<file path="src/rtl/core/urxflow_pkg.sv">
package urxflow_pkg;

    // Receive ring geometry.
    localparam int DEPTH = 128;
    localparam int PTR_W = $clog2(DEPTH);
    localparam int CNT_W = $clog2(DEPTH + 1);
    localparam int CMP_W = (CNT_W > 8) ? CNT_W : 8;

    // Item kinds.
    localparam logic [1:0] KIND_RX   = 2'd0;
    localparam logic [1:0] KIND_SLOT = 2'd1;
    localparam logic [1:0] KIND_READ = 2'd2;

    // Configuration register indexes.
    localparam int CFG_IDX_W = 4;
    localparam logic [CFG_IDX_W-1:0] CFG_XOFF_LEVEL   = 4'd0;
    localparam logic [CFG_IDX_W-1:0] CFG_XON_LEVEL    = 4'd1;
    localparam logic [CFG_IDX_W-1:0] CFG_XON_CODE     = 4'd2;
    localparam logic [CFG_IDX_W-1:0] CFG_XOFF_CODE    = 4'd3;
    localparam logic [CFG_IDX_W-1:0] CFG_TERM_CODE    = 4'd4;
    localparam logic [CFG_IDX_W-1:0] CFG_SOFT_FLOW_EN = 4'd5;
    localparam logic [CFG_IDX_W-1:0] CFG_HARD_FLOW_EN = 4'd6;
    localparam logic [CFG_IDX_W-1:0] CFG_TERM_EN      = 4'd7;

    // Register reset values.
    localparam logic [7:0] RST_XOFF_LEVEL = 8'd98;
    localparam logic [7:0] RST_XON_LEVEL  = 8'd30;
    localparam logic [7:0] RST_XON_CODE   = 8'h11;
    localparam logic [7:0] RST_XOFF_CODE  = 8'h13;
    localparam logic [7:0] RST_TERM_CODE  = 8'h0A;

    typedef struct packed {
        logic       tx_valid;
        logic [7:0] tx_char;
        logic       tx_took_data;
        logic       read_valid;
        logic [7:0] read_char;
        logic       read_is_term;
        logic       rts_asserted;
        logic       overflow_seen;
        logic [7:0] fill_level;
    } t_result;

endpackage

</file>
<file path="src/rtl/core/urxflow_if.sv">
interface urxflow_in_if;
    logic       valid;
    logic       ready;
    logic [1:0] kind;
    logic [7:0] data;
    logic       send_valid;
    logic       thr_empty;

    modport source (output valid, output kind, output data, output send_valid,
                    output thr_empty, input ready);
    modport sink   (input valid, input kind, input data, input send_valid,
                    input thr_empty, output ready);
endinterface

interface urxflow_out_if;
    logic       valid;
    logic       ready;
    logic       tx_valid;
    logic [7:0] tx_char;
    logic       tx_took_data;
    logic       read_valid;
    logic [7:0] read_char;
    logic       read_is_term;
    logic       rts_asserted;
    logic       overflow_seen;
    logic [7:0] fill_level;

    modport source (output valid, output tx_valid, output tx_char, output tx_took_data,
                    output read_valid, output read_char, output read_is_term,
                    output rts_asserted, output overflow_seen, output fill_level,
                    input ready);
    modport sink   (input valid, input tx_valid, input tx_char, input tx_took_data,
                    input read_valid, input read_char, input read_is_term,
                    input rts_asserted, input overflow_seen, input fill_level,
                    output ready);
endinterface

interface urxflow_cfg_if;
    logic                              valid;
    logic                              ready;
    logic [urxflow_pkg::CFG_IDX_W-1:0] index;
    logic [7:0]                        data;

    modport source (output valid, output index, output data, input ready);
    modport sink   (input valid, input index, input data, output ready);
endinterface

</file>
<file path="src/rtl/core/urxflow_ram.sv">
module urxflow_ram #(
    parameter int WIDTH = 8,
    parameter int DEPTH = 128
) (
    input  logic                     i_clk,
    input  logic                     i_we,
    input  logic [$clog2(DEPTH)-1:0] i_waddr,
    input  logic [WIDTH-1:0]         i_wdata,
    input  logic                     i_re,
    input  logic [$clog2(DEPTH)-1:0] i_raddr,
    output logic [WIDTH-1:0]         o_rdata
);

    logic [WIDTH-1:0] mem [DEPTH];
    logic [WIDTH-1:0] r_rdata;

    always_ff @(posedge i_clk) begin
        if (i_we) begin
            mem[i_waddr] <= i_wdata;
        end
        if (i_re) begin
            r_rdata <= mem[i_raddr];
        end
    end

    assign o_rdata = r_rdata;

endmodule

</file>
<file path="src/rtl/core/uart_rx_ring_with_xon_xoff_rts_flow.sv">
// Channel   Direction  Transaction
// i_in      sink       one item: received byte, transmit slot or host read
// o_out     source     one result per item: transmit, read and status fields
// i_cfg     sink       one register write, index and data; always ready
//
// The accept cycle updates pointers, fill count and flow-control marks and addresses
// the ring memory; the next cycle adds the registered read data and places the result
// in the output register. No new item is accepted while one is in progress.
// Reset is synchronous, reloads register reset values and clears the marks; the ring
// needs no clearing. A stalled result moves to a skid register, and the next item is
// accepted once the skid register is empty.
module uart_rx_ring_with_xon_xoff_rts_flow (
    input logic           i_clk,
    input logic           i_rst_n,
    urxflow_in_if.sink    i_in,
    urxflow_out_if.source o_out,
    urxflow_cfg_if.sink   i_cfg
);

    localparam int PTR_W = urxflow_pkg::PTR_W;
    localparam int CNT_W = urxflow_pkg::CNT_W;
    localparam int CMP_W = urxflow_pkg::CMP_W;

    logic [7:0] r_xoff_level, r_xon_level, r_xon_code, r_xoff_code, r_term_code;
    logic       r_soft_flow_en, r_hard_flow_en, r_term_en;

    logic [PTR_W-1:0] r_wptr, n_wptr, r_rptr, n_rptr;
    logic [CNT_W-1:0] r_fill, n_fill;
    logic r_xoff_sent, n_xoff_sent, r_xoff_pend, n_xoff_pend, r_xon_pend, n_xon_pend;
    logic r_rts_off, n_rts_off, r_ovf, n_ovf;

    logic                 r_busy;
    urxflow_pkg::t_result r_res, n_res, res_now;
    urxflow_pkg::t_result r_out, r_skid;
    logic                 r_out_valid, r_skid_valid;

    logic       in_acc, out_free;
    logic       ram_we, ram_re;
    logic [7:0] ram_q;

    assign i_in.ready  = !r_busy && !r_skid_valid;
    assign in_acc      = i_in.valid && i_in.ready;
    assign i_cfg.ready = 1'b1;
    assign out_free    = !r_out_valid || o_out.ready;

    urxflow_ram #(
        .WIDTH (8),
        .DEPTH (urxflow_pkg::DEPTH)
    ) u_ring (
        .i_clk   (i_clk),
        .i_we    (ram_we),
        .i_waddr (r_wptr),
        .i_wdata (i_in.data),
        .i_re    (ram_re),
        .i_raddr (r_rptr),
        .o_rdata (ram_q)
    );

    always_comb begin
        n_wptr      = r_wptr;
        n_rptr      = r_rptr;
        n_fill      = r_fill;
        n_xoff_sent = r_xoff_sent;
        n_xoff_pend = r_xoff_pend;
        n_xon_pend  = r_xon_pend;
        n_rts_off   = r_rts_off;
        n_ovf       = r_ovf;
        ram_we      = 1'b0;
        ram_re      = 1'b0;
        n_res       = '0;
        if (in_acc) begin
            case (i_in.kind)
                urxflow_pkg::KIND_RX: begin
                    if (r_fill != CNT_W'(urxflow_pkg::DEPTH)) begin
                        ram_we = 1'b1;
                        n_wptr = (r_wptr == PTR_W'(urxflow_pkg::DEPTH - 1)) ? '0
                                                                           : r_wptr + 1'b1;
                        n_fill = r_fill + 1'b1;
                    end else begin
                        n_ovf = 1'b1;
                    end
                    if (CMP_W'(n_fill) > CMP_W'(r_xoff_level)) begin
                        if (r_hard_flow_en) begin
                            n_rts_off = 1'b1;
                        end
                        if (r_soft_flow_en && !r_xoff_sent) begin
                            if (i_in.thr_empty) begin
                                n_res.tx_valid = 1'b1;
                                n_res.tx_char  = r_xoff_code;
                                n_xoff_sent    = 1'b1;
                            end else begin
                                n_xoff_pend = 1'b1;
                            end
                        end
                    end
                end
                urxflow_pkg::KIND_SLOT: begin
                    // Pending XOFF and XON cancel each other without a send.
                    if (r_xoff_pend && r_xon_pend) begin
                        n_xoff_pend = 1'b0;
                        n_xon_pend  = 1'b0;
                    end else if (r_xoff_pend) begin
                        n_res.tx_valid = 1'b1;
                        n_res.tx_char  = r_xoff_code;
                        n_xoff_sent    = 1'b1;
                        n_xoff_pend    = 1'b0;
                    end else if (r_xon_pend) begin
                        n_res.tx_valid = 1'b1;
                        n_res.tx_char  = r_xon_code;
                        n_xon_pend     = 1'b0;
                    end else if (i_in.send_valid) begin
                        n_res.tx_valid     = 1'b1;
                        n_res.tx_char      = i_in.data;
                        n_res.tx_took_data = 1'b1;
                    end
                end
                urxflow_pkg::KIND_READ: begin
                    if (r_fill != '0) begin
                        ram_re           = 1'b1;
                        n_rptr = (r_rptr == PTR_W'(urxflow_pkg::DEPTH - 1)) ? '0
                                                                           : r_rptr + 1'b1;
                        n_fill           = r_fill - 1'b1;
                        n_res.read_valid = 1'b1;
                    end
                    if (CMP_W'(n_fill) < CMP_W'(r_xon_level)) begin
                        n_xoff_pend = 1'b0;
                        n_rts_off   = 1'b0;
                        if (r_xoff_sent) begin
                            if (i_in.thr_empty) begin
                                n_res.tx_valid = 1'b1;
                                n_res.tx_char  = r_xon_code;
                            end else begin
                                n_xon_pend = 1'b1;
                            end
                            n_xoff_sent = 1'b0;
                        end
                    end
                end
                default: begin
                end
            endcase
        end
        n_res.rts_asserted  = !n_rts_off;
        n_res.overflow_seen = n_ovf;
        n_res.fill_level    = 8'(n_fill);
    end

    // The ring data arrives in the cycle after the read was addressed.
    always_comb begin
        res_now              = r_res;
        res_now.read_char    = r_res.read_valid ? ram_q : 8'h00;
        res_now.read_is_term = r_res.read_valid && r_term_en && (ram_q == r_term_code);
    end

    always_ff @(posedge i_clk) begin
        if (!i_rst_n) begin
            r_xoff_level   <= urxflow_pkg::RST_XOFF_LEVEL;
            r_xon_level    <= urxflow_pkg::RST_XON_LEVEL;
            r_xon_code     <= urxflow_pkg::RST_XON_CODE;
            r_xoff_code    <= urxflow_pkg::RST_XOFF_CODE;
            r_term_code    <= urxflow_pkg::RST_TERM_CODE;
            r_soft_flow_en <= 1'b1;
            r_hard_flow_en <= 1'b1;
            r_term_en      <= 1'b1;
        end else if (i_cfg.valid) begin
            case (i_cfg.index)
                urxflow_pkg::CFG_XOFF_LEVEL:   r_xoff_level   <= i_cfg.data;
                urxflow_pkg::CFG_XON_LEVEL:    r_xon_level    <= i_cfg.data;
                urxflow_pkg::CFG_XON_CODE:     r_xon_code     <= i_cfg.data;
                urxflow_pkg::CFG_XOFF_CODE:    r_xoff_code    <= i_cfg.data;
                urxflow_pkg::CFG_TERM_CODE:    r_term_code    <= i_cfg.data;
                urxflow_pkg::CFG_SOFT_FLOW_EN: r_soft_flow_en <= i_cfg.data[0];
                urxflow_pkg::CFG_HARD_FLOW_EN: r_hard_flow_en <= i_cfg.data[0];
                urxflow_pkg::CFG_TERM_EN:      r_term_en      <= i_cfg.data[0];
                default: begin
                end
            endcase
        end
    end

    always_ff @(posedge i_clk) begin
        if (!i_rst_n) begin
            r_wptr       <= '0;
            r_rptr       <= '0;
            r_fill       <= '0;
            r_xoff_sent  <= 1'b0;
            r_xoff_pend  <= 1'b0;
            r_xon_pend   <= 1'b0;
            r_rts_off    <= 1'b0;
            r_ovf        <= 1'b0;
            r_busy       <= 1'b0;
            r_out_valid  <= 1'b0;
            r_skid_valid <= 1'b0;
        end else begin
            r_wptr      <= n_wptr;
            r_rptr      <= n_rptr;
            r_fill      <= n_fill;
            r_xoff_sent <= n_xoff_sent;
            r_xoff_pend <= n_xoff_pend;
            r_xon_pend  <= n_xon_pend;
            r_rts_off   <= n_rts_off;
            r_ovf       <= n_ovf;
            r_busy      <= in_acc;
            if (r_busy) begin
                if (out_free) begin
                    r_out_valid <= 1'b1;
                end else begin
                    r_skid_valid <= 1'b1;
                end
            end else if (out_free) begin
                r_out_valid  <= r_skid_valid;
                r_skid_valid <= 1'b0;
            end
        end
    end

    always_ff @(posedge i_clk) begin
        if (in_acc) begin
            r_res <= n_res;
        end
        if (r_busy && out_free) begin
            r_out <= res_now;
        end else if (r_busy) begin
            r_skid <= res_now;
        end else if (out_free && r_skid_valid) begin
            r_out <= r_skid;
        end
    end

    assign o_out.valid         = r_out_valid;
    assign o_out.tx_valid      = r_out.tx_valid;
    assign o_out.tx_char       = r_out.tx_char;
    assign o_out.tx_took_data  = r_out.tx_took_data;
    assign o_out.read_valid    = r_out.read_valid;
    assign o_out.read_char     = r_out.read_char;
    assign o_out.read_is_term  = r_out.read_is_term;
    assign o_out.rts_asserted  = r_out.rts_asserted;
    assign o_out.overflow_seen = r_out.overflow_seen;
    assign o_out.fill_level    = r_out.fill_level;

endmodule

</file>
<file path="src/flat_wrapper.sv">
// flat-port wrapper written by rule: the top's interface ports become plain ports
module uart_rx_ring_with_xon_xoff_rts_flow_flat 
  (i_clk, i_rst_n, i_in_valid, i_in_kind, i_in_data, i_in_send_valid, i_in_thr_empty, i_in_ready, o_out_valid, o_out_tx_valid, o_out_tx_char, o_out_tx_took_data, o_out_read_valid, o_out_read_char, o_out_read_is_term, o_out_rts_asserted, o_out_overflow_seen, o_out_fill_level, o_out_ready, i_cfg_valid, i_cfg_index, i_cfg_data, i_cfg_ready);
  urxflow_in_if i_in_i ();
  urxflow_out_if o_out_i ();
  urxflow_cfg_if i_cfg_i ();
  input logic i_clk;
  input logic i_rst_n;
  input wire logic [$bits(i_in_i.valid)-1:0] i_in_valid;
  input wire logic [$bits(i_in_i.kind)-1:0] i_in_kind;
  input wire logic [$bits(i_in_i.data)-1:0] i_in_data;
  input wire logic [$bits(i_in_i.send_valid)-1:0] i_in_send_valid;
  input wire logic [$bits(i_in_i.thr_empty)-1:0] i_in_thr_empty;
  output wire logic [$bits(i_in_i.ready)-1:0] i_in_ready;
  output wire logic [$bits(o_out_i.valid)-1:0] o_out_valid;
  output wire logic [$bits(o_out_i.tx_valid)-1:0] o_out_tx_valid;
  output wire logic [$bits(o_out_i.tx_char)-1:0] o_out_tx_char;
  output wire logic [$bits(o_out_i.tx_took_data)-1:0] o_out_tx_took_data;
  output wire logic [$bits(o_out_i.read_valid)-1:0] o_out_read_valid;
  output wire logic [$bits(o_out_i.read_char)-1:0] o_out_read_char;
  output wire logic [$bits(o_out_i.read_is_term)-1:0] o_out_read_is_term;
  output wire logic [$bits(o_out_i.rts_asserted)-1:0] o_out_rts_asserted;
  output wire logic [$bits(o_out_i.overflow_seen)-1:0] o_out_overflow_seen;
  output wire logic [$bits(o_out_i.fill_level)-1:0] o_out_fill_level;
  input wire logic [$bits(o_out_i.ready)-1:0] o_out_ready;
  input wire logic [$bits(i_cfg_i.valid)-1:0] i_cfg_valid;
  input wire logic [$bits(i_cfg_i.index)-1:0] i_cfg_index;
  input wire logic [$bits(i_cfg_i.data)-1:0] i_cfg_data;
  output wire logic [$bits(i_cfg_i.ready)-1:0] i_cfg_ready;
  assign i_in_i.valid = i_in_valid;
  assign i_in_i.kind = i_in_kind;
  assign i_in_i.data = i_in_data;
  assign i_in_i.send_valid = i_in_send_valid;
  assign i_in_i.thr_empty = i_in_thr_empty;
  assign i_in_ready = i_in_i.ready;
  assign o_out_valid = o_out_i.valid;
  assign o_out_tx_valid = o_out_i.tx_valid;
  assign o_out_tx_char = o_out_i.tx_char;
  assign o_out_tx_took_data = o_out_i.tx_took_data;
  assign o_out_read_valid = o_out_i.read_valid;
  assign o_out_read_char = o_out_i.read_char;
  assign o_out_read_is_term = o_out_i.read_is_term;
  assign o_out_rts_asserted = o_out_i.rts_asserted;
  assign o_out_overflow_seen = o_out_i.overflow_seen;
  assign o_out_fill_level = o_out_i.fill_level;
  assign o_out_i.ready = o_out_ready;
  assign i_cfg_i.valid = i_cfg_valid;
  assign i_cfg_i.index = i_cfg_index;
  assign i_cfg_i.data = i_cfg_data;
  assign i_cfg_ready = i_cfg_i.ready;
  uart_rx_ring_with_xon_xoff_rts_flow u_core (.i_clk(i_clk), .i_rst_n(i_rst_n), .i_in(i_in_i), .o_out(o_out_i), .i_cfg(i_cfg_i));
endmodule
</file>
<file path="config.mk">
export PLATFORM = sky130hd
export DESIGN_NAME = uart_rx_ring_with_xon_xoff_rts_flow_flat
export DESIGN_NICKNAME = d
export VERILOG_FILES = /design/src/rtl/core/urxflow_pkg.sv /design/src/rtl/core/urxflow_if.sv /design/src/rtl/core/urxflow_ram.sv /design/src/rtl/core/uart_rx_ring_with_xon_xoff_rts_flow.sv /design/src/flat_wrapper.sv
export SDC_FILE = /design/constraint.sdc
export NUM_CORES = 1
export LEC_CHECK = 0
export BUFFER_PORTS_ARGS = -buffer_cell sky130_fd_sc_hd__buf_2
export CAP_MARGIN = 10
export CORE_MARGIN = 2
export CORE_UTILIZATION = 45
export DETAILED_ROUTE_END_ITERATION = 8
export GPL_TIMING_DRIVEN = 1
export PLACE_DENSITY_LB_ADDON = 0.2
export SLEW_MARGIN = 20
export SYNTH_ARGS = -nofsm -noshare
export SYNTH_HDL_FRONTEND = slang
export SYNTH_SLANG_ARGS = --single-unit
</file>
<file path="constraint.sdc">
create_clock -name i_clk -period 4.74 [get_ports i_clk]
set_clock_uncertainty 0.05 [all_clocks]
set_input_delay 0.948 -clock i_clk [delete_from_list [all_inputs] [get_ports i_clk]]
set_output_delay 0.948 -clock i_clk [all_outputs]
set_load 0.01 [all_outputs]
</file>
==> Word-level counts from Yosys, hierarchy flattened <==
Memory sizes are Yosys's and may differ from the RTL's. A register that Yosys moved wholly into a read port is not among the register bits.
Index checks and enable logic that the tools add are counted.
{ "word_totals": {"ramBits": 1024, "romBits": 0, "out_inout_bits": 33, "inputBits": 29, "regBits": 154, "latchBits": 0, "word_cells": 181, "n_memories": 1} }
{ "mem_list": {"columns": ["name", "depth", "width", "rd", "rd_ports_with_merged_regs", "write_ports", "line", "rtl"], "rows": [
  ["u_core.u_ring.mem", 128, 8, 1, 1, 1, "urxflow_ram.sv:14", "logic [WIDTH-1:0] mem [DEPTH];"]
]} }
{ "op_classes": {"n_addsub": 4, "magnitude_cmp": 2, "multipliers": 0, "bitwise": 2, "mux": 65, "shifts": 0, "reduce_logical": 38, "eq_ne": 25, "div": 0} }
{ "op_table": {"columns": ["cell", "n"], "rows": [
  ["2-to-1 mux 30 bit", 3],
  ["2-to-1 mux 9 bit", 8],
  ["2-to-1 mux 8 bit", 8],
  ["2-to-1 mux 1 bit", 36],
  ["one-hot mux 9 bit (3 select lines)", 1],
  ["AND reduction 2 bit", 11],
  ["2-to-1 mux 10 bit", 2],
  ["== test 4 x 3 -> 1 bit, second input constant", 4],
  ["one-hot mux 8 bit (2 select lines)", 1],
  ["adder 7 x 1 -> 7 bit, second input constant", 2],
  ["== test 7 bit, second input constant", 2],
  ["2-to-1 mux 7 bit", 2],
  ["!= test 2 bit, second input constant", 6],
  ["AND reduction 6 bit", 2],
  ["!= test 2 x 1 -> 1 bit, second input constant", 5],
  ["adder 8 x 1 -> 8 bit, second input constant", 1],
  ["== test 4 x 2 -> 1 bit, second input constant", 2],
  ["== test 8 bit", 1],
  ["> comparator 8 bit", 1],
  ["logical AND 1 bit", 8],
  ["less-than comparator 8 bit", 1],
  ["!= test 8 bit, second input constant", 1],
  ["AND reduction 8 bit", 1],
  ["nonzero test 8 bit", 1],
  ["other kinds (16)", 26]
]} }

==> Logic depth before layout (Yosys ltp) <==
Gate-level depths: netlist (run 1).
{ "logic_depth": {"depth_word": 9, "depth_mapped": 14, "mapped_depth_nobuf": 13} }

==> Hierarchy <==
From an unflattened synthesis (run 1), not the netlist that was laid out.
{ "unflattened": {"hier_cells": 2284, "hier_area_um2": 46906.2} }
{ "by_module_without_submodules": {"columns": ["module", "area_each_um2", "instances", "cells_each", "seq_area_each_um2"], "rows": [
  ["urxflow_ram", 39745.6, 1, 1635, 30989.7],
  ["uart_rx_ring_with_xon_xoff_rts_flow", 7160.6, 1, 649, 3893.7]
]} }

==> Least setup slack after synthesis (run 1) <==
OpenSTA, ideal clock, no wires.
{ "synth_path": {"path_kind": "register -> register", "from": "register u_core.r_fill[2]", "to": "register u_core.r_res[21] (netlist name) (data pin)", "required_ps": 4429, "arrival_time_ps": 3133, "n_path_buf": 1, "stages_incl_launch_ff": 12, "synth_period_minus_slack_ps": 3444, "slack_ps": 1296, "setup_time_ps": 261, "path_cell_list": "dfxtp_1 -> buf_1 -> or3_1 -> nor3_1 -> a21oi_1 -> a31o_2 -> ha_1 -> nand4_1 -> or4b_1 -> nand4_1 -> nor2_1 -> a221o_1"} }
{ "synth_rtl": {"columns": ["item", "line", "rtl"], "rows": [
  ["from (decl)", "uart_rx_ring_with_xon_xoff_rts_flow.sv:28", "logic [CNT_W-1:0] r_fill, n_fill;"],
  ["from (signal assigned)", "uart_rx_ring_with_xon_xoff_rts_flow.sv:197", "r_fill <= n_fill;"],
  ["to (signal assigned)", "uart_rx_ring_with_xon_xoff_rts_flow.sv:219", "r_res <= n_res;"],
  ["to (decl)", "uart_rx_ring_with_xon_xoff_rts_flow.sv:33", "urxflow_pkg::t_result r_res, n_res, res_now;"]
]} }

==> results.toml, run 1 <==
[critical_path]
critPathSlowestCell = "nor2_1"
crit_chain = "inv_1 > ha_1 > nor3b_1 > nand2_1 > mux2_2 > ha_1 > a21o_1 > a211oi_1 > nand4_1 > nor2_1 > a221o_1"
critPathArrivalTime_ns = 4.37
startpoint_type = "flip-flop"
path_max_fanout = 11
cpMostUsedCell = "ha_1"
worstSetupEndpointType = "flip-flop"
worstPathRequired_ns = 5.27
ff2ff_path_depth = 11
rr_endpoint = "u_core.r_res[27]"
critical_path_class = "flip-flop to flip-flop"
max_stage_delay_ns = 0.50
r2r-start = "u_core.r_fill[0]"
r2r_slack_ns = 0.90

[timing]
finalSetupViolCount = 0
setup_ws_ns = 0.895
tightest_slew_ns = 1.05
whs_ns = 0.398
max_slew_margin_pct = 30.0
fin_tns_setup_ns = 0
finalHoldViolCount = 0
max_freq_ghz = 0.260
period_share_pct = 81.1
slew_viol_final = 0
rsz0062_at_grt = "false"
post-route-min-period_ns = 3.84

[cells_and_area]
nNetsFinal = 2685
final_cell_area_um2 = 53700
syn_to_final_growth_pct = 13.4
top_register = "u_core.u_ring.mem"
n_antenna_cell = 0
fill_cells = 8369
largest_register_ff_count = 1024
top_regs = "u_core.u_ring.mem x1024, u_core.r_skid x30, u_core.r_res x21"
final_layout_size_suffix_gt1_share_pct = 24.8

[cts]
max-clock-path-buffers = 3
hold_buffers = 0
cts_buffers = 119
htreeDepth = 3
post_cts_buffers = 0
cts_root_buf = "clkbuf_16"
cts_resized = 0
worstSkewPairLatency_ns = 0.72
clock-sinks = 1186
cts_tree = "built"
path_clk_slew_ns = 0.06

[pwr]
clockPowerShare_pct = 44.9
combPwrFrac_pct = 3.1
p_switching_mw = 4.55
p_seq_share_pct = 52.1
p_leak_nw = 16.9
total_power_mw = 22.2
internal_power_mw = 17.6
p_per_area_nw_per_um2 = 412
sw_frac_of_total_pct = 20.6
irDropWorstVdd_uv = 371

[global_routing]
grt_usage_pct = 22.0
grtUsageMet2_pct = 36.2
grt_pass1_vias = 24900
use_met3_pct = 3.79
top_usage_layer = "met2"
grt_max_degree = 102
grt_util_met1_pct = 30.4
grt_pass1_wl_um = 173000
grt.overflow.total = 0
antenna_found_initial = 2

[yosys]
synthCells = 2488
synth_cell_type_count = 65
synth_edf_count = 1113
ys_seq_elements = 1186
yosys_warnings = 0
postSynth.asyncResetShare_pct = 0
netlist_area_um2 = 47400
ys_seq_area_share_pct = 73.6
synth_area_leaders = "edfxtp_1 71%, mux4_2 13%, dfxtp_1 3.1%"
synth_ff_type = "edfxtp_1"
syn-num-nets = 2544
yosysTopAreaCellShare_pct = 70.5
synth_top_area_cell = "edfxtp_1"
avgSynthCellArea_um2 = 19.0

[route]
remaining_drc_errors = 0
first_pass_iters = 8
wl_per_cell_um = 28.5
vias = 24400
routed_wl_um = 117000
ant_nets = 0
first_iter_violations = 2559
avgViaCountPerCell = 5.93

[floorplan]
core-area_um2 = 105000
die_y_um = 329
die_x_um = 329
io_pins = 62
die_area_um2 = 108000
row_count = 119
start_util_pct = 45.2

[placed_design]
dp_hpwl_um = 73800
detailed_place.area_um2 = 49600
place_ws_ns = 0.688
routabilityCongestion = 0.862
io_buffer_count = 60

[min_path]
hold_end = "u_core.r_skid[28]"
hold_depth = 0
hp-class = "flip-flop to flip-flop"
worstHoldStart = "u_core.r_res[28]"

[run_status]
status = "completed"

[run]
max-cap-violations = 0
worst max-delay path, delay by kind of cell (launching register included):
family / cells / cell delay (ns)
buffers and inverters: 1 / 0.17
DFF: 1 / 0.44
AOI/OAI and AO/OA: 3 / 0.87
and+or+nand+nor: 4 / 1.34
muxes: 1 / 0.31
adders and majority gates: 2 / 0.56
cell type report:
cell class	count	area (um^2)	area share [%]
Timing Repair Buffer	154	1180	2.19
Inverter	32	120	0.223
Multi-Input combinational cell	1136	11600	21.6
Clock buffer	141	3080	5.73
Clock inverter	82	1100	2.05
Tap cell	1391	1740	3.24
Sequential cell	1186	34900	64.9
cell usage in the layout, fill, tap and decap left out, drive strengths merged, types with 10 or more instances in the layout:
cell type	count
bufinv	22
edfxtp	1113
nand2	78
nand2b	12
xnor2	21
and3	10
clkinv	47
nor3	16
nand4	10
o21ai	25
a22oi	22
mux2i	90
nand3	27
nor2b	32
o22ai	10
mux4	265
inv	37
a21oi	56
clkbuf	141
nor2	222
a211oi	26
dfxtp	73
buf	154
and2	22
mux2	49
a221o	11
o211ai	11
ha	27
synthesized netlist by cell type (all sizes together) (10+ instances only):
| master | number |
|---|---|
| edfxtp | 1113 |
| mux4 | 265 |
| nor2 | 222 |
| mux2i | 90 |
| buf | 80 |
| nand2 | 78 |
| dfxtp | 73 |
| a21oi | 56 |
| clkbuf | 54 |
| mux2 | 49 |
| nor2b | 32 |
| inv | 30 |
| ha | 27 |
| nand3 | 27 |
| a211oi | 26 |
| o21ai | 25 |
| a22oi | 22 |
| and2 | 22 |
| xnor2 | 21 |
| nor3 | 16 |
| nand2b | 12 |
| a221o | 11 |
| o211ai | 11 |
| and3 | 10 |
| nand4 | 10 |
| o22ai | 10 |
how the worst max path moves through the flow:
stage                           from                         to  slack, ns  depth (start not counted)
global route        u_core.r_fill[0]           u_core.r_res[27]       0.56                         12
floorplan           u_core.r_fill[2]           u_core.r_res[21]       1.30                         11
finish              u_core.r_fill[0]           u_core.r_res[27]       0.90                         11
global placement        i_in_kind[0]  u_core.u_ring.mem[122][1]       0.91                          9
CTS                 u_core.r_fill[0]           u_core.r_res[27]       0.95                         11
detailed placement      i_in_kind[0]  u_core.u_ring.mem[114][1]       0.69                          9
power by group through the flow:
stage	clock, mW	sequential, mW	combinational, mW
final	9.94	11.5	0.679
after global placement	0	11.8	0.680
after CTS	10.1	11.5	0.689
after global routing	10.5	11.5	0.739
after detailed placement	0	11.8	0.688
after floorplan	0	11.8	0.347
per-stage QoR:
step           cells  util (%)
4_1_cts         4122      51.3
3_5_place_dp    3899      47.3
3_3_place_gp    3899      47.3
2_1_floorplan   2488         -
5_1_grt         4122      51.3
6_report        4122      51.3
routing by layer:
layer	up-vias	part of all wire (%)
met5	-	0
met4	0	2.5
met3	172	6.6
met2	980	49
met1	12900	42
li1	10400	-
cells by family (layout without fill, tap and decap cells):
logic type,after synthesis,after routing,share of synthesized area (%)
flops,1186,1186,73.6
simple gates,453,453,4.38
mux,404,404,15.7
compound gates,224,224,3.27
buf+inv,166,409,1.85
fa+ha+maj,27,27,0.713
xor+xnor,27,27,0.499
other cells,1,1,0.00791
Note: power is estimated with default switching activity, not from simulation.
==> run 2, diff against run 1 <==
- clock period: 4.74 -> 4.01 ns (I/O delays scaled with it)
==> run 2 against run 1 <==
  * Non-clock buffer count up 120
  * Clock-buffer cell count up 6
  * Worst hold slack worse by 0.011 ns
  * First-iteration DRC count down 1.7%
  * Cell count up 3.0%
  * Die area unchanged
  * Global-route usage down 0.30 points
  * Power up 15%
  * Sequential cell count unchanged
  * Critical endpoint is now u_core.r_res[22]
==> results.toml, run 2 (same netlist as run 1, synthesis figures left out) <==
[timing]
rsz0062_at_grt = "false"
slew_viol_final = 0
post-route-min-period_ns = 3.77
fin_tns_setup_ns = 0
finalSetupViolCount = 0
tightest_slew_ns = 1.06
max_freq_ghz = 0.265
setup_ws_ns = 0.243
finalHoldViolCount = 0
max_slew_margin_pct = 29.4
period_share_pct = 93.9

[route]
wl_per_cell_um = 27.2
routed_wl_um = 116000
wl_met2_um = 57200
first_pass_iters = 7
first_iter_violations = 2516
avgViaCountPerCell = 5.80
top_layer = "met4"
m1WireLength_um = 47500
wl_met3_um = 7670
remaining_drc_errors = 0
vias = 24600
ant_nets = 0

[critical_path]
path_max_fanout = 8
critPathArrivalTime_ns = 4.15
critical_path_class = "flip-flop to flip-flop"
worstPathRequired_ns = 4.39
startpoint_type = "flip-flop"
worstSetupEndpointType = "flip-flop"

[cts]
hold_buffers = 0
cts_buffers = 120
cts_resized = 0
worstSkewPairLatency_ns = 0.69
htreeDepth = 3
path_clk_slew_ns = 0.06
clock-sinks = 1186
cts_tree = "built"
post_cts_buffers = 0
max-clock-path-buffers = 3
cts_root_buf = "clkbuf_16"

[placed_design]
routabilityCongestion = 0.887
placed_cells = 4019
place_ws_ns = 0.260
io_buffer_count = 60
dp_hpwl_um = 72800

[global_routing]
grt_usage_pct = 21.7
antenna_found_initial = 1
grt_max_degree = 89
grt_pass1_wl_um = 171000
grt_pass1_vias = 25300
grt.overflow.total = 0

[cells_and_area]
final_common_cell = "edfxtp_1"
finalNonFillerCells = 4244
syn_to_final_growth_pct = 14.9
top_regs = "u_core.u_ring.mem x1024, u_core.r_skid x30, u_core.r_res x21"
post-route-util_pct = 51.9
final_cell_mix = "1113 x edfxtp_1, 265 x mux4_2, 221 x nor2_1, 205 x buf_4, 122 x clkbuf_16"
nNetsFinal = 2806
top_register = "u_core.u_ring.mem"
final_layout_size_suffix_gt1_share_pct = 27.3
largest_register_ff_count = 1024

[floorplan]
die_area_um2 = 108000
core-area_um2 = 105000
io_pins = 62
row_count = 119
die_x_um = 329
start_util_pct = 45.2
die_y_um = 329

[run_status]
status = "completed"

[pwr]
p_per_area_nw_per_um2 = 468
irDropWorstVdd_uv = 367
p_leak_nw = 17.4
total_power_mw = 25.5

[min_path]
hp-class = "flip-flop to flip-flop"

[run]
max-cap-violations = 0
-- run 2: final timing paths --
| path | from | to | slack [ns] | cells after the start |
|---|---|---|---|---|
| hold / removal | u_core.r_res[5] | u_core.r_skid[5] | 0.39 | 0 |
| setup reg to reg | u_core.r_fill[1] | u_core.r_res[22] | 0.24 | 12 |
| hold reg to reg | u_core.r_res[5] | u_core.r_skid[5] | 0.39 | 0 |
| setup / recovery | u_core.r_fill[1] | u_core.r_res[22] | 0.24 | 12 |
-- run 2: cell type report --
class | instances | area [um^2]
tap | 1391 | 1740
sequential | 1186 | 34900
fill | 8355 | 50400
inverter | 32 | 120
antenna | 1 | 2.50
clock buffer | 147 | 3170
timing repair buffer | 274 | 2140
multi-input combinational | 1136 | 11600
clock inverter | 77 | 732
-- run 2: per-layer routing --
layer | vias up | global-route usage [%]
met5 | - | 0
met4 | 0 | 6.44
met2 | 858 | 36.0
li1 | 10600 | -
met3 | 195 | 3.73
met1 | 12900 | 29.5
-- run 2: metrics by stage --
step | instance area [um^2] | hold slack [ns]
floorplan | 47400 | 0.370
global placement | 50500 | 0.378
detailed placement | 50500 | 0.377
CTS | 54400 | 0.349
global route | 54400 | 0.365
finish | 54400 | 0.387
-- run 2: worst max-delay path, cell delays in order (launching register included) --
cell and delay (ns):
dfxtp_1 0.38, inv_1 0.11, ha_1 0.25, nor3b_1 0.51, nand2_1 0.13, mux2_2 0.32, ha_1 0.30, nand4_1 0.12
or4b_1 0.60, nand4_1 0.18, nor2_1 0.06, buf_4 0.16, a221o_1 0.34
-- run 2: power breakdown --
part           total, mW  leakage [nW]  internal [mW]  switching, mW
clock               11.0          1.89           6.38           4.64
combinational      0.795          4.89          0.278          0.517
sequential          13.6          10.6           13.6         0.0418
total               25.5          17.4           20.3           5.20
